**src/rtl/mpfc_pkg.sv**
```systemverilog
// shared constants, types and the arctangent table of the marker pose block
package mpfc_pkg;

    // stream and field widths
    localparam int ID_W      = 10;
    localparam int IN_W      = 16;
    localparam int PIX_W     = 12;
    localparam int FRAC_BITS = 4;
    localparam int NUM_COORD = 8;
    localparam int S_TDATA_W = 144;
    localparam int M_TDATA_W = 224;

    // configuration port
    localparam int CFG_ADDR_W = 3;
    localparam int CFG_DATA_W = 32;
    localparam int COEF_W     = 24;
    localparam int OFF_W      = 32;
    localparam int HEAD_W     = 15;
    localparam int WHEAD_W    = 16;

    localparam logic [CFG_ADDR_W-1:0] REG_SCALED_COS   = 3'd0;
    localparam logic [CFG_ADDR_W-1:0] REG_SCALED_SIN   = 3'd1;
    localparam logic [CFG_ADDR_W-1:0] REG_OFFSET_X     = 3'd2;
    localparam logic [CFG_ADDR_W-1:0] REG_OFFSET_Y     = 3'd3;
    localparam logic [CFG_ADDR_W-1:0] REG_OFFSET_ANGLE = 3'd4;

    localparam logic [COEF_W-1:0] SCALED_COS_RST = 24'd1048576;

    // cordic datapath
    localparam int CORD_W    = 31;
    localparam int ANG_W     = 16;
    localparam int ATAN_LEN  = 24;
    localparam int CORD_GAIN_SHIFT = 12;

    localparam logic signed [ANG_W-1:0] ANG_HALF_PI = 16'sd6434;
    localparam logic signed [ANG_W-1:0] ANG_PI      = 16'sd12868;

    // defaults for the top level parameters
    localparam int PIXEL_BITS_DEF   = 12;
    localparam int CORDIC_STEPS_DEF = 14;

    // per-marker geometry carried alongside the cordic
    typedef struct packed {
        logic [ID_W-1:0]  id;
        logic [PIX_W-1:0] px;
        logic [PIX_W-1:0] py;
        logic [PIX_W-1:0] mx;
        logic [PIX_W-1:0] my;
    } t_geom;

    // cordic vector state
    typedef struct packed {
        logic                     zero;
        logic signed [CORD_W-1:0] x;
        logic signed [CORD_W-1:0] y;
        logic signed [ANG_W-1:0]  z;
    } t_vec;

    // atan(2^-i) in q3.12, rounded to nearest
    function automatic logic [ANG_W-1:0] atan_q12(input int step);
        logic [ANG_W-1:0] v;
        case (step)
            0:       v = 16'd3217;
            1:       v = 16'd1899;
            2:       v = 16'd1003;
            3:       v = 16'd509;
            4:       v = 16'd256;
            5:       v = 16'd128;
            6:       v = 16'd64;
            7:       v = 16'd32;
            8:       v = 16'd16;
            9:       v = 16'd8;
            10:      v = 16'd4;
            11:      v = 16'd2;
            12:      v = 16'd1;
            default: v = 16'd0;
        endcase
        return v;
    endfunction

endpackage

```
**src/rtl/mpfc_cordic_step.sv**
```systemverilog
// one registered vectoring-mode cordic iteration
module mpfc_cordic_step #(
    parameter int STEP = 0
) (
    input  logic           i_clk,
    input  logic           i_en,
    input  mpfc_pkg::t_vec i_vec,
    output mpfc_pkg::t_vec o_vec
);

    localparam logic signed [mpfc_pkg::ANG_W-1:0] ATAN_I = mpfc_pkg::atan_q12(STEP);

    logic signed [mpfc_pkg::CORD_W-1:0] xs, ys;
    mpfc_pkg::t_vec                     n_vec;
    mpfc_pkg::t_vec                     r_vec;

    always_comb begin
        xs = $signed(i_vec.x) >>> STEP;
        ys = $signed(i_vec.y) >>> STEP;
        n_vec.zero = i_vec.zero;
        if (!i_vec.y[mpfc_pkg::CORD_W-1]) begin
            n_vec.x = i_vec.x + ys;
            n_vec.y = i_vec.y - xs;
            n_vec.z = i_vec.z + ATAN_I;
        end else begin
            n_vec.x = i_vec.x - ys;
            n_vec.y = i_vec.y + xs;
            n_vec.z = i_vec.z - ATAN_I;
        end
    end

    always_ff @(posedge i_clk) begin
        if (i_en) begin
            r_vec <= n_vec;
        end
    end

    assign o_vec = r_vec;

endmodule

```
**config.mk**
```make
export PLATFORM = sky130hd
export DESIGN_NAME = mpfc_cordic_step
export DESIGN_NICKNAME = d
export VERILOG_FILES = /design/src/rtl/mpfc_pkg.sv /design/src/rtl/mpfc_cordic_step.sv
export SDC_FILE = /design/constraint.sdc
export NUM_CORES = 1
export LEC_CHECK = 0
export BUFFER_PORTS_ARGS = -buffer_cell sky130_fd_sc_hd__buf_2
export CORE_UTILIZATION = 45
export CTS_BUF_LIST = sky130_fd_sc_hd__clkbuf_8
export CTS_CLUSTER_DIAMETER = 200
export DETAILED_ROUTE_END_ITERATION = 8
export MAX_ROUTING_LAYER = met4
export PLACE_DENSITY_LB_ADDON = 0.15
export SYNTH_ARGS = -nofsm -noshare
export SYNTH_HDL_FRONTEND = slang
export SYNTH_SLANG_ARGS = --single-unit
```
**constraint.sdc**
```tcl
create_clock -name i_clk -period 4.69 [get_ports i_clk]
set_input_delay 0.469 -clock i_clk [delete_from_list [all_inputs] [get_ports i_clk]]
set_output_delay 0.469 -clock i_clk [all_outputs]
set_load 0.1 [all_outputs]
```
# Word level (Yosys, flattened, before mapping)
# Index checks and enable logic that the tools add are counted.
[word_totals] regBits=79 latchBits=0 ram_bits=0 mem_bits_ro=0 elab_cells=10 memories=0
[op_classes] add_sub_neg=5 n_mul=0 div=0 order_cmp=0 eq_ne=0 n_shift=0 mux=1 bitwise=0 reduce_logical=0
[ops] cell="78-bit 2-to-1 mux" count=1
[ops] cell="31-bit subtractor" count=2
[ops] cell="31-bit adder" count=1
[ops] cell="16-bit by 13-bit adder with 16-bit output (second input constant)" count=1
[ops] cell="16-bit by 13-bit subtractor with 16-bit output (second input constant)" count=1

# Logic depth before layout (Yosys ltp)
[depth] depth_word=2 ltp_mapped=13

# Worst setup path after synthesis
# Ideal clock, no wire load.
[synth_timing] kind="input port to flip-flop" start="input port i_vec[30] in the netlist's numbering" end="register r_vec (netlist bit o_vec[45]), data pin" arrival_ns=2.828 slack_ns=1.607 stages=10 n_path_buf=0 path_cell_list="inv_1 -> ha_1 -> or4_1 -> or3_1 -> o22a_1 -> a21oi_2 -> o21ai_2 -> o41ai_2 -> a22oi_1 -> a31o_1"
[synth_lines] element="from (decl)" line_no="mpfc_cordic_step.sv:7" rtl="input mpfc_pkg::t_vec i_vec,"
[synth_lines] element="to (signal assigned)" line_no="mpfc_cordic_step.sv:34" rtl="r_vec <= n_vec;"
[synth_lines] element="to (decl)" line_no="mpfc_cordic_step.sv:15" rtl="mpfc_pkg::t_vec r_vec;"

==> reports/results.tsv <==
stage	metric	value	unit
sta	Worst Tran Pin Value	1.044	ns
route	DRC marker count from the first detailed-route iteration	636	
sta	fmax	283.1	MHz
clock_network	library cell used as clock root buffer	clkbuf_8	
synth	cell taking the most area after synthesis	edfxtp_1	
route	met2 wire length	10110	µm
clock_network	setup repair bufs after CTS	0	
hold_path	Min-Delay Path Class	input port to flip-flop	
synth	Yosys warning count	0	
worst_setup_path	slowest library cell on the worst path	a221oi_1	
worst_setup_path	Worst setup SP type	input port	
placed_design	Area after DPL	9105	µm²
route	wire length on met1	10750	µm
worst_setup_path	Critical path buffers and inverters	3	
global_routing	initial antenna violation count	0	
route	sum of met3 wire segment lengths after detailed routing	1578	µm
worst_setup_path	Worst Path Class, Setup	input port to flip-flop	
sta	number of hold violations in the final report	0	
synth	register bit count reported by yosys	78	
route	antenna violation net count after detailed routing	0	
clock_network	clock tree sinks	78	
global_routing	total global routing overflow	0	
run_status	result of the run	complete, no violations	
final_layout	ANT cells	0	
clock_network	number of H-tree levels	3	
synth	Syn Area/Cell	8.659	µm²
worst_setup_path	worst-path fanout max	4	
final_layout	most frequent standard cell in the layout excluding fill and tap cells	buf_2	
global_routing	number of global-route vias before repair	6729	
final_layout	layout cell share with drive strength beyond 1	17.67	%
die	floorplan die area	18690	µm²
route	number of detailed-route iterations in the first pass	6	
clock_network	Clock Tree Buf Depth	2	
final_layout	number of flip-flops under the largest register name	78	
die	Horiz. Die Dim	136.7	µm
pwr	maximum resistive drop on vdd	273.1	µV
die	number of placement rows	48	
route	total vias in the final route	7498	
sta	Setup violations, final	0	
pwr	static leakage	4.220	nW
worst_setup_path	largest stage delay on the critical path	0.71	ns
sta	number of max-slew violations in the final report	0	
sta	fraction of the cycle the final worst path needs	75.32	%
worst_setup_path	crit path capture type	flip-flop	
clock_network	hold_buf cts	0	
route	detailed-route vias per instance	5.741	
synth	dominant register cell in the synthesized netlist	edfxtp_1	
sta	setup_tns	0	ns
placed_design	total half-perimeter wirelength after legalization and detailed placement	17770	µm
synth	synthesized netlist net count	1141	
worst_setup_path	worst path cell trace	buf_2, inv_1, ha_1, inv_1, fa_1, a21o_1, a221oi_1, a311o_1, o21a_1, o31ai_1, a221oi_1, nor3_1, o22ai_1, xnor2_1	
clock_network	Gates resized, CTS repair	0	
synth	Gate Count Post-Synth	943	
sta	Worst slew margin	28.57	%
placed_design	placer's final routability congestion estimate	0.9429	
final_layout	Post-Layout Inst Area	9284	µm²
route	DRC violation count after routing	0	
final_layout	post-synthesis to final-layout area growth	13.70	%
worst_setup_path	start point of the critical path	i_vec[47]	
sta	unrepaired setup endpoints after global routing	false	
clock_network	Inserted Clock Buffers	9	
clock_network	clock-pin slew reported for the worst setup and hold paths after clock tree synthesis	0.08	ns
clock_network	clock tree from TritonCTS	done	
hold_path	endpoint of the worst hold-timing path	o_vec[78]	
route	top layer in use	met4	
synth	part of the Yosys area used for sequential elements	28.69	%
final_layout	layout net count	1275	
hold_path	start point of the worst hold path	i_vec[78]	
pwr	power density relative to cell area	353.7	nW/µm²
worst_setup_path	cell family with the largest share of critical-path delay	compound AO/OA/AOI/OAI gates	
die	core area	17540	µm²
route	detail-routed net length per standard cell	17.44	µm
sta	Final Critical Period	3.533	ns
synth	Post-Syn Area	8165	µm²
global_routing	first-pass GRT wire length	35230	µm
die	starting density of the core	46.56	%
synth	Distinct cells, synth	71	
die	die extent in y	136.7	µm
worst_setup_path	Data required, critical path	4.80	ns
global_routing	global-route usage over all layers	25.23	%
job	maximum capacitance violations	0	
global_routing	maximum number of pins on one net before global-route repair	79	
placed_design	number of port buffers	159	
synth	top post-synthesis cells by area	edfxtp_1, ha_1, xnor2_1	
synth	number of enable flip-flop cells after synthesis	78	
final_layout	Filler cells	1683	
hold_path	number of stages on the worst hold path	1	
route	wirelength, routed	22770	µm
worst_setup_path	data arrival time of the critical path	3.65	ns
synth	area share of the leading cell type in the synthesized netlist	28.69	%
final_layout	commonest cells after routing, fill and taps aside	buf_2, ha_1, a21oi_1	
synth	share of synthesized registers carrying an async set or reset	0	%
die	IO Count	160	
==> logic make-up (layout without fill, tap and decap cells) <==
logic type      count (synthesis)  after routing  synth area share [%]
mux                            19             19                 2.329
buf+inv                       137            275                 6.497
xor+xnor                       69             69                 7.401
compound gates                298            298                 23.69
fa+ha+maj                     117            117                 18.30
simple gates                  225            225                 13.10
flops                          78             78                 28.69
==> through the flow <==
step                total power, mW  setup slack (ns)  std cells  util [%]  hold WS, ns
finish                        3.284             1.157       1306     52.94       0.2682
detailed placement            2.785            0.8652       1291     51.92       0.6540
CTS                           3.295             1.275       1306     52.94       0.2532
global route                  3.436            0.9854       1306     52.94       0.2529
global placement              2.781            0.9182       1291     51.92       0.6498
floorplan                     2.430             1.607        943         -       0.5679
==> Yosys cell counts (13+ instances only) <==
cell and instances:
a21o_1 21, a21oi_1 97, clkbuf_1 23, edfxtp_1 78
ha_1 113, inv_1 95, mux2i_1 19, nand2_1 43
nand3_1 15, nor2_1 78, nor2b_1 16, nor3_1 26
o21ai_0 56, o21bai_1 20, o31ai_1 13, xnor2_1 61
==> metal layers <==
layer | track usage [%] | vias up
met1 | 35.20 | 3507
li1 | - | 3642
met2 | 37.82 | 313
met3 | 3.926 | 36
met4 | 6.543 | 0
met5 | - | -
==> worst max-delay path by stage <==
| stage | endpoint | slack [ns] | cells after the start |
|---|---|---|---|
| finish | o_vec[75] | 1.16 | 14 |
| global route | o_vec[73] | 0.99 | 14 |
| CTS | o_vec[77] | 1.28 | 14 |
| detailed placement | o_vec[77] | 0.87 | 14 |
| global placement | o_vec[77] | 0.92 | 14 |
| floorplan | o_vec[45] | 1.61 | 10 |
==> final cells by class <==
type	instances	area [µm²]	area share (%)
Multi-Input combinational cell	728	5293	57.01
Sequential cell	78	2342	25.23
Timing Repair Buffer	162	820.8	8.841
Inverter	98	367.9	3.962
Tap cell	225	281.5	3.032
Clock buffer	9	123.9	1.334
Clock inverter	6	55.05	0.5930
==> report_power, final <==
part           switching, mW  total [mW]  leakage, nW  internal (mW)
clock                  0.266       0.503       0.0937          0.238
combinational           1.42        1.83         3.36          0.410
sequential            0.0269       0.952        0.763          0.925
Power figures use the tool's default switching activity.
