`src/rtl/mpfc_pkg.sv`:
```
// shared constants, types and the arctangent table of the marker pose block
package mpfc_pkg;

    // stream and field widths
    localparam int ID_W      = 10;
    localparam int IN_W      = 16;
    localparam int PIX_W     = 12;
    localparam int FRAC_BITS = 4;
    localparam int NUM_COORD = 8;
    localparam int S_TDATA_W = 144;
    localparam int M_TDATA_W = 224;

    // configuration port
    localparam int CFG_ADDR_W = 3;
    localparam int CFG_DATA_W = 32;
    localparam int COEF_W     = 24;
    localparam int OFF_W      = 32;
    localparam int HEAD_W     = 15;
    localparam int WHEAD_W    = 16;

    localparam logic [CFG_ADDR_W-1:0] REG_SCALED_COS   = 3'd0;
    localparam logic [CFG_ADDR_W-1:0] REG_SCALED_SIN   = 3'd1;
    localparam logic [CFG_ADDR_W-1:0] REG_OFFSET_X     = 3'd2;
    localparam logic [CFG_ADDR_W-1:0] REG_OFFSET_Y     = 3'd3;
    localparam logic [CFG_ADDR_W-1:0] REG_OFFSET_ANGLE = 3'd4;

    localparam logic [COEF_W-1:0] SCALED_COS_RST = 24'd1048576;

    // cordic datapath
    localparam int CORD_W    = 31;
    localparam int ANG_W     = 16;
    localparam int ATAN_LEN  = 24;
    localparam int CORD_GAIN_SHIFT = 12;

    localparam logic signed [ANG_W-1:0] ANG_HALF_PI = 16'sd6434;
    localparam logic signed [ANG_W-1:0] ANG_PI      = 16'sd12868;

    // defaults for the top level parameters
    localparam int PIXEL_BITS_DEF   = 12;
    localparam int CORDIC_STEPS_DEF = 14;

    // per-marker geometry carried alongside the cordic
    typedef struct packed {
        logic [ID_W-1:0]  id;
        logic [PIX_W-1:0] px;
        logic [PIX_W-1:0] py;
        logic [PIX_W-1:0] mx;
        logic [PIX_W-1:0] my;
    } t_geom;

    // cordic vector state
    typedef struct packed {
        logic                     zero;
        logic signed [CORD_W-1:0] x;
        logic signed [CORD_W-1:0] y;
        logic signed [ANG_W-1:0]  z;
    } t_vec;

    // atan(2^-i) in q3.12, rounded to nearest
    function automatic logic [ANG_W-1:0] atan_q12(input int step);
        logic [ANG_W-1:0] v;
        case (step)
            0:       v = 16'd3217;
            1:       v = 16'd1899;
            2:       v = 16'd1003;
            3:       v = 16'd509;
            4:       v = 16'd256;
            5:       v = 16'd128;
            6:       v = 16'd64;
            7:       v = 16'd32;
            8:       v = 16'd16;
            9:       v = 16'd8;
            10:      v = 16'd4;
            11:      v = 16'd2;
            12:      v = 16'd1;
            default: v = 16'd0;
        endcase
        return v;
    endfunction

endpackage

```
`src/rtl/mpfc_world.sv`:
```
// three-stage camera-to-world mapping of one point: products, rounded sums, offset with saturation
module mpfc_world (
    input  logic                                    i_clk,
    input  logic                                    i_en,
    input  logic [mpfc_pkg::PIX_W-1:0]              i_p,
    input  logic [mpfc_pkg::PIX_W-1:0]              i_q,
    input  logic signed [mpfc_pkg::COEF_W-1:0]      i_cos,
    input  logic signed [mpfc_pkg::COEF_W-1:0]      i_sin,
    input  logic signed [mpfc_pkg::OFF_W-1:0]       i_off_x,
    input  logic signed [mpfc_pkg::OFF_W-1:0]       i_off_y,
    output logic signed [mpfc_pkg::OFF_W-1:0]       o_wx,
    output logic signed [mpfc_pkg::OFF_W-1:0]       o_wy
);

    localparam int PW = mpfc_pkg::PIX_W + mpfc_pkg::COEF_W + 1;
    localparam int SW = PW + 1;
    localparam int RW = SW - mpfc_pkg::FRAC_BITS;
    localparam int OW = RW + 1;

    logic signed [PW-1:0] r_pc, r_qs, r_ps, r_qc;
    logic signed [SW-1:0] n_sx, n_sy;
    logic signed [RW-1:0] r_sx, r_sy;
    logic signed [OW-1:0] n_wx, n_wy;
    logic signed [mpfc_pkg::OFF_W-1:0] r_wx, r_wy;

    function automatic logic signed [mpfc_pkg::OFF_W-1:0] sat(input logic signed [OW-1:0] v);
        logic signed [mpfc_pkg::OFF_W-1:0] r;
        if (v[OW-1:mpfc_pkg::OFF_W-1] == '0 || v[OW-1:mpfc_pkg::OFF_W-1] == '1) begin
            r = v[mpfc_pkg::OFF_W-1:0];
        end else if (v[OW-1]) begin
            r = {1'b1, {(mpfc_pkg::OFF_W-1){1'b0}}};
        end else begin
            r = {1'b0, {(mpfc_pkg::OFF_W-1){1'b1}}};
        end
        return r;
    endfunction

    always_comb begin
        n_sx = SW'(r_pc) + SW'(r_qs) + SW'(8);
        n_sy = SW'(r_qc) - SW'(r_ps) + SW'(8);
        n_wx = OW'(r_sx) + OW'(i_off_x);
        n_wy = OW'(r_sy) + OW'(i_off_y);
    end

    always_ff @(posedge i_clk) begin
        if (i_en) begin
            r_pc <= $signed({1'b0, i_p}) * i_cos;
            r_qs <= $signed({1'b0, i_q}) * i_sin;
            r_ps <= $signed({1'b0, i_p}) * i_sin;
            r_qc <= $signed({1'b0, i_q}) * i_cos;
            // floor shift by the four fraction bits
            r_sx <= n_sx[SW-1:mpfc_pkg::FRAC_BITS];
            r_sy <= n_sy[SW-1:mpfc_pkg::FRAC_BITS];
            r_wx <= sat(n_wx);
            r_wy <= sat(n_wy);
        end
    end

    assign o_wx = r_wx;
    assign o_wy = r_wy;

endmodule

```
`config.mk`:
```
export PLATFORM = sky130hd
export DESIGN_NAME = mpfc_world
export DESIGN_NICKNAME = d
export VERILOG_FILES = /design/src/rtl/mpfc_pkg.sv /design/src/rtl/mpfc_world.sv
export SDC_FILE = /design/constraint.sdc
export NUM_CORES = 2
export LEC_CHECK = 0
export BUFFER_PORTS_ARGS = -buffer_cell sky130_fd_sc_hd__buf_2
export CORE_UTILIZATION = 60
export DETAILED_ROUTE_END_ITERATION = 12
export PLACE_DENSITY = 0.89
export RECOVER_POWER = 100
export SLEW_MARGIN = 20
export SYNTH_ARGS = -nofsm -noshare
export SYNTH_HDL_FRONTEND = slang
export SYNTH_SLANG_ARGS = --single-unit
```
`constraint.sdc`:
```
create_clock -name i_clk -period 7.56 [get_ports i_clk]
set_input_delay 1.134 -clock i_clk [delete_from_list [all_inputs] [get_ports i_clk]]
set_output_delay 1.134 -clock i_clk [all_outputs]
set_load 0.02 [all_outputs]
```
# [Word-level counts from Yosys, hierarchy flattened]
# Cells that the tools add are included.
[op_classes] n_reduce_logical=4 n_mux=4 n_eq_ne=2 add_sub_neg=6 mul=4
[op_table] operator="13-bit by 24-bit multiplier with 37-bit output" n=4
[op_table] operator="32-bit two-way mux" n=4
[op_table] operator="38-bit by 5-bit adder with 38-bit output (second input constant)" n=2
[op_table] operator="34-bit by 32-bit adder with 35-bit output" n=2
[op_table] operator="37-bit by 37-bit adder with 38-bit output" n=1
[op_table] operator="37-bit by 37-bit subtractor with 38-bit output" n=1
[op_table] operator="4-bit equality test (second input constant)" n=2
[op_table] operator="4-bit zero test" n=2
[op_table] operator="1-bit logical OR" n=2
[totals] out_inout_bits=64 reg_bits=280 inputBits=138 wordCells=28

# [Logic depth before layout (Yosys ltp)]
[depth] depth_word=4 depth_mapped=24

# [Worst setup path after synthesis]
# Ideal clock, no wire load.
[synth_timing] path_type="input to register" start="in i_q[4] (netlist name)" end="reg r_qc[36] (data pin)" arrival_ns=6.521 setup_ns=0.259 setup_slack_ns=0.780 required_time_ns=7.301 path_buffers=2 path_stages=22 cell_sequence="clkbuf_1 clkbuf_1 nand2_1 fa_1 fa_1 inv_1 fa_1 fa_1 inv_1 fa_1 inv_1 ha_1 a21o_1 a21oi_1 o21ai_0 a221oi_1 a21oi_1 o41ai_2 o211ai_1 a221oi_1 o21ai_1 xnor2_1"
[synth_between] elab_chain_cells=1
[synth_lines] element="from (decl)" line="mpfc_world.sv:6" text="input logic [mpfc_pkg::PIX_W-1:0] i_q,"
[synth_lines] element="13-bit by 24-bit multiplier with 37-bit output" line="mpfc_world.sv:50" text="r_qc <= $signed({1'b0, i_q}) * i_cos;"
[synth_lines] element="to (signal assigned)" line="mpfc_world.sv:50"
[synth_lines] element="to (decl)" line="mpfc_world.sv:20" text="logic signed [PW-1:0] r_pc, r_qs, r_ps, r_qc;"
# Every way passes these cells.
# A chain may end at the register's enable or synchronous reset.

# [Worst setup path after layout]
[layout_timing] start="in i_p[5] (netlist name)" end="reg r_pc[31] (data pin)"
[layout_between] elab_chain_cells=1
[layout_lines] element="from (decl)" line="mpfc_world.sv:5" text="input logic [mpfc_pkg::PIX_W-1:0] i_p,"
[layout_lines] element="13-bit by 24-bit multiplier with 37-bit output" line="mpfc_world.sv:47" text="r_pc <= $signed({1'b0, i_p}) * i_cos;"
[layout_lines] element="to (signal assigned)" line="mpfc_world.sv:47"
[layout_lines] element="to (decl)" line="mpfc_world.sv:20"
# Every way passes these cells.

==> impl_metrics.toml <==
[detailed_routing]
via_per_inst = 5.75
num_vias = 43744
antenna_left = 0
wl_per_cell_um = 19.0
route.detailed.drc = 0
finalWirelength_mm = 145
dr.pass1.iters = 6
dr.first_iter.drc_count = 3777

[grt]
antenna_found_initial = 16
grt_pass1_vias = 46742
grt_remaining_overflow = 0
grtUsageTotal_pct = 30.4
grt_pass1_wl_mm = 236
grt_max_degree = 159

[timing]
max_freq_ghz = 0.139
rsz0062_at_grt = "false"
worst_slew_pin_slew_ps = 7230
slew_headroom_pct = -382
setup_tns_ps = 0
hold_violations = 0
skew_ps = 50.9
setup_viol = 0
drv_slew = 156
fin_crit_sh_pct = 95.0
fin_crit_ps = 7180

[synth]
avgSynthCellArea_um2 = 9.31
synth-edff-count = 280
ys_warn_count = 0
async_reset_ff_share_pct = 0
synth_nets = 7933
yosysUniqueCellTypes = 97
ys_ff_latch = 280
netlist_area_um2 = 57900
ys_seq_area_share_pct = 14.5
synth_flop_cell = "edfxtp_1"
synthCells = 6219

[critical_path]
crit_type = "in -> reg"
r2r_end = "o_wy[1]"
cpMostUsedCell = "fa_1"
crit_end = "r_pc[31]"
crit-reg2reg-launch = "r_sy[0]"
cp.arrival_ps = 7470
cp-end-kind = "register"
critPathMaxStageDelay_ps = 540
reg2reg_depth = 13
crit_required_ps = 7850
r2r_slack_ps = 1810
path_cells = "buf_2, clkbuf_1, nand2_1, fa_1, fa_1, inv_1, fa_1, fa_1, inv_1, fa_1, inv_1, ha_1, a21o_1, a221o_1, a211o_1, a21oi_1, o21ai_0, nor2_1, clkbuf_1, o21ai_0, xor2_1"
startpoint_type = "input port"
cp-startpoint = "i_p[5]"
critPathMaxFanout = 21
slowest_stage = "fa_1"

[placement]
port-buffer-count = 201
gp_congestion = 0.944
hpwl_mm = 115

[min_path]
min_path_type = "reg -> reg"

[clock_network]
cts_tree = "yes"
clock_latency_ps = 600
hold_buffers = 0
cts_resized = 0
post-cts-setup-buffer-count = 0
cts_root_buf = "clkbuf_16"
cts.sinks = 280
cts.path.max_buffers = 3
clk_pin_slew_ps = 60
cts_buffers = 35
cts-htree-levels = 2

[floorplan]
rows = 113
die-width_um = 313
ios = 202
die_y_um = 313
dieArea_um2 = 97700
initial_core_util_pct = 60.7
core_region_area_um2 = 95300

[layout]
final_layout_size_suffix_gt1_share_pct = 4.74
nNetsFinal = 8023
area.growth.synth_to_final_pct = 5.81

[run_status]
violations = "capacitance limit, slew limit"
status = "finished with violations"

[run]
drv_cap = 2
## registers in the layout, indices dropped and copies added, names as in the netlist
register and count:
r_sx 34, o_wy 32, r_sy 34, r_ps 37, o_wx 32, r_qs 37, r_pc 37, r_qc 37
## cell usage in the layout (no fill, tap or decap), types with 151 or more instances in the layout
cell type | Yosys | final
nor2_1 | 151 | 151
edfxtp_1 | 280 | 280
ha_1 | 542 | 542
a21o_1 | 166 | 166
and2_1 | 594 | 574
a21oi_1 | 184 | 186
fa_1 | 1034 | 1034
xnor2_1 | 179 | 179
inv_1 | 1498 | 1498
nand2_1 | 675 | 675
## cell usage after synthesis, types with 10 or more instances
| library cell | number | area (um^2) |
|---|---|---|
| nor2_1 | 151 | 567 |
| nor3_1 | 36 | 180 |
| xor2_1 | 63 | 552 |
| a21o_1 | 166 | 1250 |
| nor2b_1 | 31 | 194 |
| a31oi_1 | 28 | 175 |
| nor4_1 | 10 | 62.6 |
| nand3_1 | 35 | 175 |
| o21ai_1 | 10 | 50.1 |
| nand4_1 | 22 | 138 |
| or3_1 | 10 | 62.6 |
| ha_1 | 542 | 6780 |
| nand2_1 | 675 | 2530 |
| edfxtp_1 | 280 | 8410 |
| fa_1 | 1034 | 20700 |
| xnor2_1 | 179 | 1570 |
| and2_1 | 594 | 3720 |
| o21bai_1 | 34 | 255 |
| nand2b_1 | 31 | 194 |
| o21a_1 | 36 | 270 |
| o21ai_0 | 117 | 586 |
| a211oi_1 | 27 | 203 |
| a21oi_1 | 184 | 921 |
| and3_1 | 22 | 138 |
| inv_1 | 1498 | 5620 |
| clkbuf_1 | 222 | 833 |
## stage by stage
stage / setup slack (ps) / hold slack [ps] / instances / cell area, um^2 / utilization [%]
after global placement: 307 / 625 / 7536 / 60300 / 63.2
after global routing: 220 / 669 / 7603 / 61200 / 64.3
final: 379 / 631 / 7605 / 61200 / 64.3
after detailed placement: 127 / 623 / 7536 / 60300 / 63.2
after CTS: 738 / 637 / 7598 / 61400 / 64.5
after floorplan: 780 / 605 / 6219 / 57900 / -
## area by class of cell
class | instances | area (um^2)
diodes | 6 | 15.0
clock buffers | 39 | 912
clock inverters | 23 | 263
fillers | 7118 | 34100
inverters | 1498 | 5620
multi-input cells | 4204 | 42800
flip-flops and latches | 280 | 8410
well taps | 1265 | 1580
repair buffers | 290 | 1640
## how the worst min path moves through the flow
stage	end	depth (start not counted)	slack, ps	start
detailed placement	o_wy[0]	2	620	r_sy[0]
floorplan	o_wy[0]	2	610	r_sy[0]
global placement	o_wy[0]	2	630	r_sy[0]
global route	o_wy[0]	2	670	r_sy[0]
finish	o_wy[0]	2	630	r_sy[0]
CTS	o_wy[0]	2	640	r_sy[0]
## routing by layer
metal / wire length [um] / share of wire [%] / global-route usage [%] / vias up
li1: - / - / - / 19226
met1: 53300 / 37 / 37.5 / 21733
met2: 69800 / 48 / 51.1 / 2210
met3: 14300 / 9.9 / 6.34 / 559
met4: 7320 / 5.1 / 14.1 / 16
met5: 104 / 0.072 / 0 / -
## critical path: cells and delay by family
kind	cells	cell delay (ps)
fa+ha+maj	6	2900
xor+xnor	1	160
simple gates	2	390
compound gates	6	1550
buf+inv	6	1290
## cells by family (layout without fill, tap and decap cells)
group	after synthesis	in the layout	synth area share (%)
flops	280	280	14.5
other cells	0	6	0
xor+xnor	244	244	3.72
simple gates	1646	1646	14.2
mux	2	2	0.0346
fa+ha+maj	1576	1576	47.5
buf+inv	1735	1850	11.4
compound gates	736	736	8.67
Power is left out: the tool's default activity adds up to more than one toggle a clock period on the data nets, which glitch-free logic cannot reach.
