`src/rtl/mpfc_pkg.sv`:
```
// shared constants, types and the arctangent table of the marker pose block
package mpfc_pkg;

    // stream and field widths
    localparam int ID_W      = 10;
    localparam int IN_W      = 16;
    localparam int PIX_W     = 12;
    localparam int FRAC_BITS = 4;
    localparam int NUM_COORD = 8;
    localparam int S_TDATA_W = 144;
    localparam int M_TDATA_W = 224;

    // configuration port
    localparam int CFG_ADDR_W = 3;
    localparam int CFG_DATA_W = 32;
    localparam int COEF_W     = 24;
    localparam int OFF_W      = 32;
    localparam int HEAD_W     = 15;
    localparam int WHEAD_W    = 16;

    localparam logic [CFG_ADDR_W-1:0] REG_SCALED_COS   = 3'd0;
    localparam logic [CFG_ADDR_W-1:0] REG_SCALED_SIN   = 3'd1;
    localparam logic [CFG_ADDR_W-1:0] REG_OFFSET_X     = 3'd2;
    localparam logic [CFG_ADDR_W-1:0] REG_OFFSET_Y     = 3'd3;
    localparam logic [CFG_ADDR_W-1:0] REG_OFFSET_ANGLE = 3'd4;

    localparam logic [COEF_W-1:0] SCALED_COS_RST = 24'd1048576;

    // cordic datapath
    localparam int CORD_W    = 31;
    localparam int ANG_W     = 16;
    localparam int ATAN_LEN  = 24;
    localparam int CORD_GAIN_SHIFT = 12;

    localparam logic signed [ANG_W-1:0] ANG_HALF_PI = 16'sd6434;
    localparam logic signed [ANG_W-1:0] ANG_PI      = 16'sd12868;

    // defaults for the top level parameters
    localparam int PIXEL_BITS_DEF   = 12;
    localparam int CORDIC_STEPS_DEF = 14;

    // per-marker geometry carried alongside the cordic
    typedef struct packed {
        logic [ID_W-1:0]  id;
        logic [PIX_W-1:0] px;
        logic [PIX_W-1:0] py;
        logic [PIX_W-1:0] mx;
        logic [PIX_W-1:0] my;
    } t_geom;

    // cordic vector state
    typedef struct packed {
        logic                     zero;
        logic signed [CORD_W-1:0] x;
        logic signed [CORD_W-1:0] y;
        logic signed [ANG_W-1:0]  z;
    } t_vec;

    // atan(2^-i) in q3.12, rounded to nearest
    function automatic logic [ANG_W-1:0] atan_q12(input int step);
        logic [ANG_W-1:0] v;
        case (step)
            0:       v = 16'd3217;
            1:       v = 16'd1899;
            2:       v = 16'd1003;
            3:       v = 16'd509;
            4:       v = 16'd256;
            5:       v = 16'd128;
            6:       v = 16'd64;
            7:       v = 16'd32;
            8:       v = 16'd16;
            9:       v = 16'd8;
            10:      v = 16'd4;
            11:      v = 16'd2;
            12:      v = 16'd1;
            default: v = 16'd0;
        endcase
        return v;
    endfunction

endpackage

```
`src/rtl/mpfc_prep.sv`:
```
// first stage: corner masking, truncated corner, center, edge vector and half-plane fold
module mpfc_prep #(
    parameter int PIXEL_BITS = mpfc_pkg::PIXEL_BITS_DEF
) (
    input  logic                                              i_clk,
    input  logic                                              i_en,
    input  logic [mpfc_pkg::ID_W-1:0]                         i_id,
    input  logic [mpfc_pkg::NUM_COORD-1:0][mpfc_pkg::IN_W-1:0] i_coord,
    output mpfc_pkg::t_geom                                   o_geom,
    output mpfc_pkg::t_vec                                    o_vec
);

    localparam int IW = mpfc_pkg::IN_W;
    localparam int CW = (PIXEL_BITS + mpfc_pkg::FRAC_BITS > IW) ? IW
                        : PIXEL_BITS + mpfc_pkg::FRAC_BITS;
    localparam logic [IW:0]   ONE_AT_CW = (IW+1)'(1) << CW;
    localparam logic [IW-1:0] CMASK     = IW'(ONE_AT_CW - 1'b1);

    logic [mpfc_pkg::NUM_COORD-1:0][IW-1:0] m;
    logic [IW:0]                  s_x1, s_x2, s_y1, s_y2;
    logic [mpfc_pkg::PIX_W:0]     t_x, t_y;
    logic signed [IW:0]           dx, dy, xp, yp;
    logic signed [mpfc_pkg::ANG_W-1:0] z0;
    mpfc_pkg::t_geom              n_geom;
    mpfc_pkg::t_vec               n_vec;
    mpfc_pkg::t_geom              r_geom;
    mpfc_pkg::t_vec               r_vec;

    always_comb begin
        for (int k = 0; k < mpfc_pkg::NUM_COORD; k++) begin
            m[k] = i_coord[k] & CMASK;
        end

        // pair midpoints, each truncated before the final average
        s_x1 = {1'b0, m[0]} + {1'b0, m[2]};
        s_x2 = {1'b0, m[4]} + {1'b0, m[6]};
        s_y1 = {1'b0, m[1]} + {1'b0, m[5]};
        s_y2 = {1'b0, m[3]} + {1'b0, m[7]};
        t_x  = {1'b0, s_x1[IW:5]} + {1'b0, s_x2[IW:5]};
        t_y  = {1'b0, s_y1[IW:5]} + {1'b0, s_y2[IW:5]};

        // first edge, folded into the right half plane
        dx = $signed({1'b0, m[2]}) - $signed({1'b0, m[0]});
        dy = $signed({1'b0, m[3]}) - $signed({1'b0, m[1]});
        if (dx < 0 && dy >= 0) begin
            xp = dy;
            yp = -dx;
            z0 = mpfc_pkg::ANG_HALF_PI;
        end else if (dx < 0) begin
            xp = -dy;
            yp = dx;
            z0 = -mpfc_pkg::ANG_HALF_PI;
        end else begin
            xp = dx;
            yp = dy;
            z0 = '0;
        end

        n_geom.id = i_id;
        n_geom.px = m[0][IW-1:mpfc_pkg::FRAC_BITS];
        n_geom.py = m[1][IW-1:mpfc_pkg::FRAC_BITS];
        n_geom.mx = t_x[mpfc_pkg::PIX_W:1];
        n_geom.my = t_y[mpfc_pkg::PIX_W:1];

        n_vec.zero = (dx == 0) && (dy == 0);
        n_vec.x    = mpfc_pkg::CORD_W'(xp) <<< mpfc_pkg::CORD_GAIN_SHIFT;
        n_vec.y    = mpfc_pkg::CORD_W'(yp) <<< mpfc_pkg::CORD_GAIN_SHIFT;
        n_vec.z    = z0;
    end

    always_ff @(posedge i_clk) begin
        if (i_en) begin
            r_geom <= n_geom;
            r_vec  <= n_vec;
        end
    end

    assign o_geom = r_geom;
    assign o_vec  = r_vec;

endmodule

```
`config.mk`:
```
export PLATFORM = sky130hd
export DESIGN_NAME = mpfc_prep
export DESIGN_NICKNAME = d
export VERILOG_FILES = /design/src/rtl/mpfc_pkg.sv /design/src/rtl/mpfc_prep.sv
export SDC_FILE = /design/constraint.sdc
export NUM_CORES = 1
export LEC_CHECK = 0
export BUFFER_PORTS_ARGS = -buffer_cell sky130_fd_sc_hd__buf_2
export CAP_MARGIN = 20
export CORE_MARGIN = 3
export CORE_UTILIZATION = 35
export CTS_CLUSTER_DIAMETER = 150
export DETAILED_ROUTE_END_ITERATION = 6
export REMOVE_ABC_BUFFERS = 1
export SETUP_SLACK_MARGIN = 0.2
export SYNTH_ARGS = -nofsm -noshare
export SYNTH_HDL_FRONTEND = slang
export SYNTH_SLANG_ARGS = --single-unit
```
`constraint.sdc`:
```
create_clock -name i_clk -period 8.9 [get_ports i_clk]
set_input_delay 0.89 -clock i_clk [delete_from_list [all_inputs] [get_ports i_clk]]
set_output_delay 0.89 -clock i_clk [all_outputs]
set_load 0.05 [all_outputs]
```
# After elaboration in Yosys (flattened, before gate mapping)
# Cells that the tools add are included.
# totals
romBits	0
mem_count	0
latch_bits	0
output_inout_bits	137
ramBits	0
reg_bits	109
word_cells	30
in_bits	140
# classes
n_addsub	10
order_cmp	2
div_mod_pow	0
n_eq_ne	0
reduce_logical	4
muxes	5
shift	0
multipliers	0
n_bitwise	0
# op_table
operator	n
$add 16x16->17	4
$mux 17	4
$logic_not 32->1	2
$neg 17->17	2
$sub 16x16->17	2
$add 12x12->13	2
$ge 17x1->1 const B	1
$lt 17x1->1 const B	1
$mux 16	1
$logic_and 1x1->1	2

# Logic depth before layout (Yosys ltp)
# Gate-level depths: netlist of run 1.
# depth
depth_word	4
ltp_mapped	20
ltp_nobuf	20

# Least setup slack after synthesis of run 1
# OpenSTA, ideal clock, no wires.
# synth_path
path_type	in2reg
startpoint	input i_coord[2] (netlist bit)
endpoint	register r_geom, in the netlist o_geom[23], data pin
setup_time_ps	262
path_buffers	0
slack_ps	4809
t_arrival_ps	3829
required_ps	8638
cell_stages	18
cell_sequence	inv_1 ha_1 o21bai_1 a21oi_1 o311a_1 o21a_1 nor2_1 xor2_1 ha_1 a21o_1 a21oi_1 o21bai_1 a21oi_1 o21bai_1 a21oi_1 o21ai_0 nor2_1 a21oi_1
# synth_between
elab_chain_len	2
# synth_rtl
element	line	source
from (decl)	mpfc_prep.sv:8	input logic [mpfc_pkg::NUM_COORD-1:0][mpfc_pkg::IN_W-1:0] i_coord,
$add 16x16->17	mpfc_prep.sv:35	s_x1 = {1'b0, m[0]} + {1'b0, m[2]};
$add 12x12->13	mpfc_prep.sv:39	t_x = {1'b0, s_x1[IW:5]} + {1'b0, s_x2[IW:5]};
via t_x, one bit	mpfc_prep.sv:21	logic [mpfc_pkg::PIX_W:0] t_x, t_y;
to (signal assigned)	mpfc_prep.sv:73	r_geom <= n_geom;
to (decl)	mpfc_prep.sv:26	mpfc_pkg::t_geom r_geom;
# The timed path passes the listed nets, and every way through them passes these cells.
# A chain may end at the register's enable or synchronous reset.

==> impl_results.md, run 1 <==
- Status: finished, final reports clean
- Crit path largest cell delay: 470 ps
- Ys async rst share: 0%
- P&R area growth vs syn: 19.1%
- Count leader, synth: ha_1
- Maxcap violations: 0
- Fin nets: 1,441
- Clock tree root driver cell: clkbuf_16
- Top FF cell, synth: edfxtp_1
- DRC viols: 0
- Cell family with most CP delay: compound AO/OA/AOI/OAI gates
- Routed WL: 22,200 um
- Post-synth cell types: 71
- Antenna violations before repair: 0
- Hold Vio Cnt, Final: 0
- Worst Setup Path Type: in2reg
- Placed Cells: 1,491
- Arrival @ worst endpoint: 4610 ps
- Fillers: 2,447
- Syn Inst Count: 949
- Slowest cell on crit path: and2_1
- Synthesis Warnings: 0
- Initial core utilization: 36.0%
- Via Count: between 7,000 and 8,000
- CTS resizes: 0
- Global-route wire length before repair: 33,600 um
- Buffers added on ports: 251
- Antenna viol nets, final: 0
- Io pins: 277
- Final worst path period share: 50.8%
- CTS Buf Count: 9
- Pins Over Slew Limit: 0
- EDFF count, synth: 96
- Antenna Cells: 0
- Final setup vio count: 0
- Cell area power density: roughly 220 mW/mm^2
- Core Area: 0.0246 mm^2
- Largest net degree at the start of global routing: 77
- Leak Pwr: 4.86 nW
- Maximum VDD drop: 0.115 mV
- Remaining global-route overflow: 0
- Share of post-route cells with drive strength above 1: 24.5%
- Total Routing Usage GR: 15.6%
- Crit-path cells: buf_2 > inv_1 > ha_1 > inv_1 > fa_1 > a211oi_1 > o21ai_0 > a31oi_1 > o21ai_1 > a31o_2 > nand3_1 > and2_1 > inv_2 > ha_1 > nand2_1 > nand2_1
- Vias in the first global route: 6,891
- TNS Setup: 0 ps
- CTS tree: done
- Synth area leaders: edfxtp_1, ha_1, xnor2_1, a21oi_1, nor2_1
- CTS Hold Bufs: 0
- FMAX: ~220 MHz
- Crit path required time: 8990 ps
- Die W: about 170 um
- Gpl congestion: ~0.84
- Final Non-Filler Cells: 1,507
- Minimum clock period: roughly 4500 ps
- Mean Syn Cell Area: 9.33 um^2
- RSZ-0062 raised after global routing: no
- Reg clk slew, reported paths: 70 ps
- Site row count: 57
- DR iter-0 viols: 439
- List of most frequent post-synthesis cells: ha_1, edfxtp_1, nor2_1
- Die ar.: ~0.027 mm^2
- Crit path launch type: input port
- Worst setup margin: around 4400 ps
- Largest area contributor in the netlist: edfxtp_1
- Final HPWL DP: 18,200 um
- Clock Path Buffers: 2
- Critical path fanouts, max: between 50 and 60
- Setup slack after placement: 4000 ps
- Vias/cell: between 4 and 5
- TritonRoute pass-1 iters: 6
- Worst-Margin Slew: between 1000 and 1500 ps
- H-tree depth: 3
- Slew headroom: a little under a third
- Total power: 2.30 mW
- CP Capture Type: flop
- Synth top area share: 32.6%
- Synth Register Bits: 96
- WP buf/inv: 4
- HP Class: in2reg
- Number of setup buffers added after CTS: 0
- Clk sinks: 96
- Post-Syn Area: 0.00885 mm^2
- Die span in y: 165 um
- Seq/Total Area, Yosys: 32.6%
- DR WL/cell: 14.8 um
## state kept, by name, indices dropped and copies added, names as in the netlist
| name | cells |
|---|---|
| o_geom | 58 |
| o_vec | 38 |
## path summary, 6_finish.rpt
path / start / to / slack (ps) / cells after the start
setup / recovery: i_coord[32] / o_vec[44]$_DFFE_PP_ / 4380 / 16
hold / removal: i_id[5] / o_geom[53]$_DFFE_PP_ / 710 / 1
## cell type report
cell class                 instances  area [um^2]  share of cell area, %
clock buffer                       9          225                   2.14
timing repair buffer             253         1270                   12.1
sequential                        96         2880                   27.4
tap                              324          405                   3.85
inverter                          66          248                   2.35
multi-input combinational        752         5430                   51.5
clock inverter                     7         77.6                  0.736
## cells by family after synthesis
family	after synthesis	share of synthesized area (%)
AO/OA/AOI/OAI	255	18.7
AND/OR/NAND/NOR	251	14.0
buffers and inverters	125	7.14
adder cells (fa/ha/maj)	123	17.7
flip-flops	96	32.6
XOR/XNOR	92	9.11
multiplexers	6	0.679
other	1	0.0424
## layout by cell type, fill, tap and decap left out, types with 6 or more instances in the layout
cell       count
nor2_1        85
nand2_1       48
o21ai_0       51
a21oi_1       80
nand2b_1       8
a31oi_1       10
nand3_1       15
xnor2_1       62
and3_1         7
a211oi_1       6
conb_1        25
a21o_1        18
nand4_1        6
buf_2        250
inv_1         63
ha_1         119
o21ai_1        6
edfxtp_1      96
clkbuf_16      9
o21a_1        17
nor2b_1       11
mux2i_1        6
o31ai_1        6
xor2_1        30
nor3_1        32
o21bai_1      12
## where the power goes
group / switching (mW) / internal, mW
clock: 0.183 / 0.221
combinational: 0.854 / 0.387
sequential: 0.0237 / 0.637
total: 1.06 / 1.24
## routing by layer
metal  up-vias  share of wire (%)  wire, um  global-route usage, %
li1       3850                  -         -                      -
met1      3371                 46     10200                   20.8
met2       203                 46     10100                   25.3
met3        15                7.0      1570                   3.26
met4         0                1.3       293                   4.65
met5         -                  0         0                      0
## through the flow
step,area (um^2),utilization (%),hold slack (ps)
after CTS,10500,42.8,690
after global routing,10500,42.8,692
after global placement,10200,41.6,1070
after floorplan,8560,-,989
after detailed placement,10200,41.6,1070
final,10500,42.8,708
No activity file was read; power rests on OpenSTA's default activity.
==> inputs of run 2 (changes only) <==
Clock period 8.9 ns to 3.7 ns, I/O delays scaled along.
==> run 2 against run 1 <==
First-iteration DRC count down 13%. Flip-flop and latch count unchanged. Sequential power up 140%.
==> impl_results.md, run 2 (synthesis gave the netlist of run 1 again) <==
- Initial core utilization: 36.0% (unchanged)
- CP Capture Type: flop
- Clk sinks: 96 (unchanged)
- Worst-Margin Slew: 644 ps (-387 ps)
- Vias/cell: 4.92 (-0.26%)
- Fin nets: 1,543 (+7.1%)
- Placed cell areas: 0.0110 mm^2 (+7.1%)
- Final worst path period share: 92.8%
- Crit path launch type: input port
- Final hold slack: 176 ps (-533 ps)
- Antenna viol nets, final: 0 (unchanged)
- Hold Vio Cnt, Final: 0 (unchanged)
- Clock Path Buffers: 2 (unchanged)
- Maxcap violations: 0 (unchanged)
- Vias in the first global route: 7,454 (+8.2%)
- WHS Endpoint: o_geom[56]$_DFFE_PP_
- Die W: 165 um (unchanged)
- Slew headroom: 56.5% (+25 points)
- Area taken by multi-input logic gates: 0.00571 mm^2 (+5.3%)
- H-tree depth: 3 (unchanged)
- HP Class: in2reg
- DR WL/cell: 14.4 um (-2.3%)
- Crit path required time: 3940 ps (-5050 ps)
- Antenna Cells: 0 (unchanged)
- Worst Setup Path Type: in2reg
- Io pins: 277 (unchanged)
- DR iter-0 viols: 384 (-13%)
- Cell area power density: 521 mW/mm^2 (+140%)
- FMAX: a little under 300 MHz
- CTS tree: done
- Cell area after layout: 0.0117 mm^2 (+11%)
- Share of post-route cells with drive strength above 1: 34.1% (+9.6 points)
- RSZ-0062 raised after global routing: yes
- Gpl congestion: 0.837 (+0.13%)
- Leak Pwr: 5.41 nW (+11%)
- Commonest non-fill, non-tap cell in the layout: buf_2
- Remaining global-route overflow: 0 (unchanged)
- Critical path fanouts, max: 5 (-91%)
- Worst hold stages: 1 (unchanged)
- Pins Over Slew Limit: 0 (unchanged)
- CTS Hold Bufs: 0 (unchanged)
- Max FFs per register: 58 (unchanged)
- DRC viols: 0 (unchanged)
- Antenna violations before repair: 0 (unchanged)
- Buffers added on ports: 251 (unchanged)
- P&R area growth vs syn: 31.8%
- Sequential Area: 0.00288 mm^2 (unchanged)
- Site row count: 57 (unchanged)
- Largest net degree at the start of global routing: 35 (-55%)
- Core Area: 0.0246 mm^2 (unchanged)
- Worst setup margin: 265 ps (-4120 ps)
- Routed WL: 23,200 um (+4.3%)
- Hold Path Origin: i_id[8]
- Status: finished, final reports clean
- Die span in y: 165 um (unchanged)
- Minimum clock period: roughly 3400 ps
- Arrival @ worst endpoint: 3670 ps (-940 ps)
- TritonRoute pass-1 iters: 5 (-1)
- Die ar.: 0.0272 mm^2 (unchanged)
- Reg clk slew, reported paths: 80 ps (about the same)
- Global-route wire length before repair: 35,700 um (+6.2%)
- Via Count: 7,922 (+6.5%)
- Setup slack after placement: -258 ps (-4260 ps)
- Clock tree root driver cell: clkbuf_16
- Maximum VDD drop: 0.274 mV (+140%)
- Fin util: 47.4% (+4.6 points)
- Final HPWL DP: 18,600 um (+2.4%)
- TNS Setup: 0 ps (unchanged)
- CTS Buf Count: 9 (unchanged)
- Total Routing Usage GR: 16.4% (+0.83 points)
- Final setup vio count: 0 (unchanged)
- Most frequent cells in the layout: buf_2, ha_1, buf_4
- Fillers: 2,411 (-1.5%)
-- run 2: cell types whose count changed in the layout (fill, tap and decap cells not counted), moves of 7 or more --
cell,delta
o21ai_0,-7
ha_1,-9
buf_4,+100
a21oi_1,-19
a21oi_2,+17
-- run 2: report_power, final --
| part | switching, mW | internal [mW] | total [mW] |
|---|---|---|---|
| logic | 2.17 | 1.26 | 3.43 |
| clock network | 0.462 | 0.602 | 1.06 |
| registers | 0.0602 | 1.53 | 1.59 |
-- run 2: timing repair --
item                       in CTS  in global routing
pin swaps                       1                 30
buffers inserted                0                  7
gates resized for setup         5                 68
setup endpoints to repair       6                 18
-- run 2: worst max path at each step --
stage | from | to | slack [ps] | depth (start not counted)
global placement | i_coord[50] | o_geom[11]$_DFFE_PP_ | -240 | 16
finish | i_coord[114] | o_geom[10]$_DFFE_PP_ | 260 | 16
detailed placement | i_coord[50] | o_geom[11]$_DFFE_PP_ | -260 | 16
CTS | i_coord[18] | o_geom[11]$_DFFE_PP_ | 210 | 16
global route | i_coord[114] | o_geom[10]$_DFFE_PP_ | 60 | 18
floorplan | o_vec[14]$_SDFFCE_PP0P_ | o_vec[10] | 4 | 0
-- run 2: routing by layer --
metal / vias up / track usage (%) / wire [um]
li1: 4079 / - / -
met1: 3640 / 22.4 / 10800
met2: 186 / 27.0 / 10900
met3: 17 / 2.58 / 1190
met4: 0 / 4.46 / 293
met5: - / 0 / 0
-- run 2: layout make-up --
class	count	area share [%]
clock buffer	9	1.93
sequential	96	24.7
inverter	66	2.17
clock inverter	7	0.890
timing repair buffer	355	17.8
tap	324	3.48
multi-input combinational	752	49.0
-- run 2: per-stage QoR --
stage               cells  total power, mW
finish               1609             6.08
global route         1609             6.48
CTS                  1602             5.98
detailed placement   1586             4.88
global placement     1586             4.85
floorplan             914             3.92
-- run 2: worst max-delay path, cell delays in order --
cell and delay (ps):
buf_6 100, ha_4 240, nand4_1 160, a21oi_2 90
o31ai_2 270, a21boi_1 120, o21a_1 220, o41a_1 460
o41ai_2 320, buf_4 190, xnor2_1 60, ha_1 350
and3_1 180, nand3_1 120, a311o_1 330, nand3_1 80
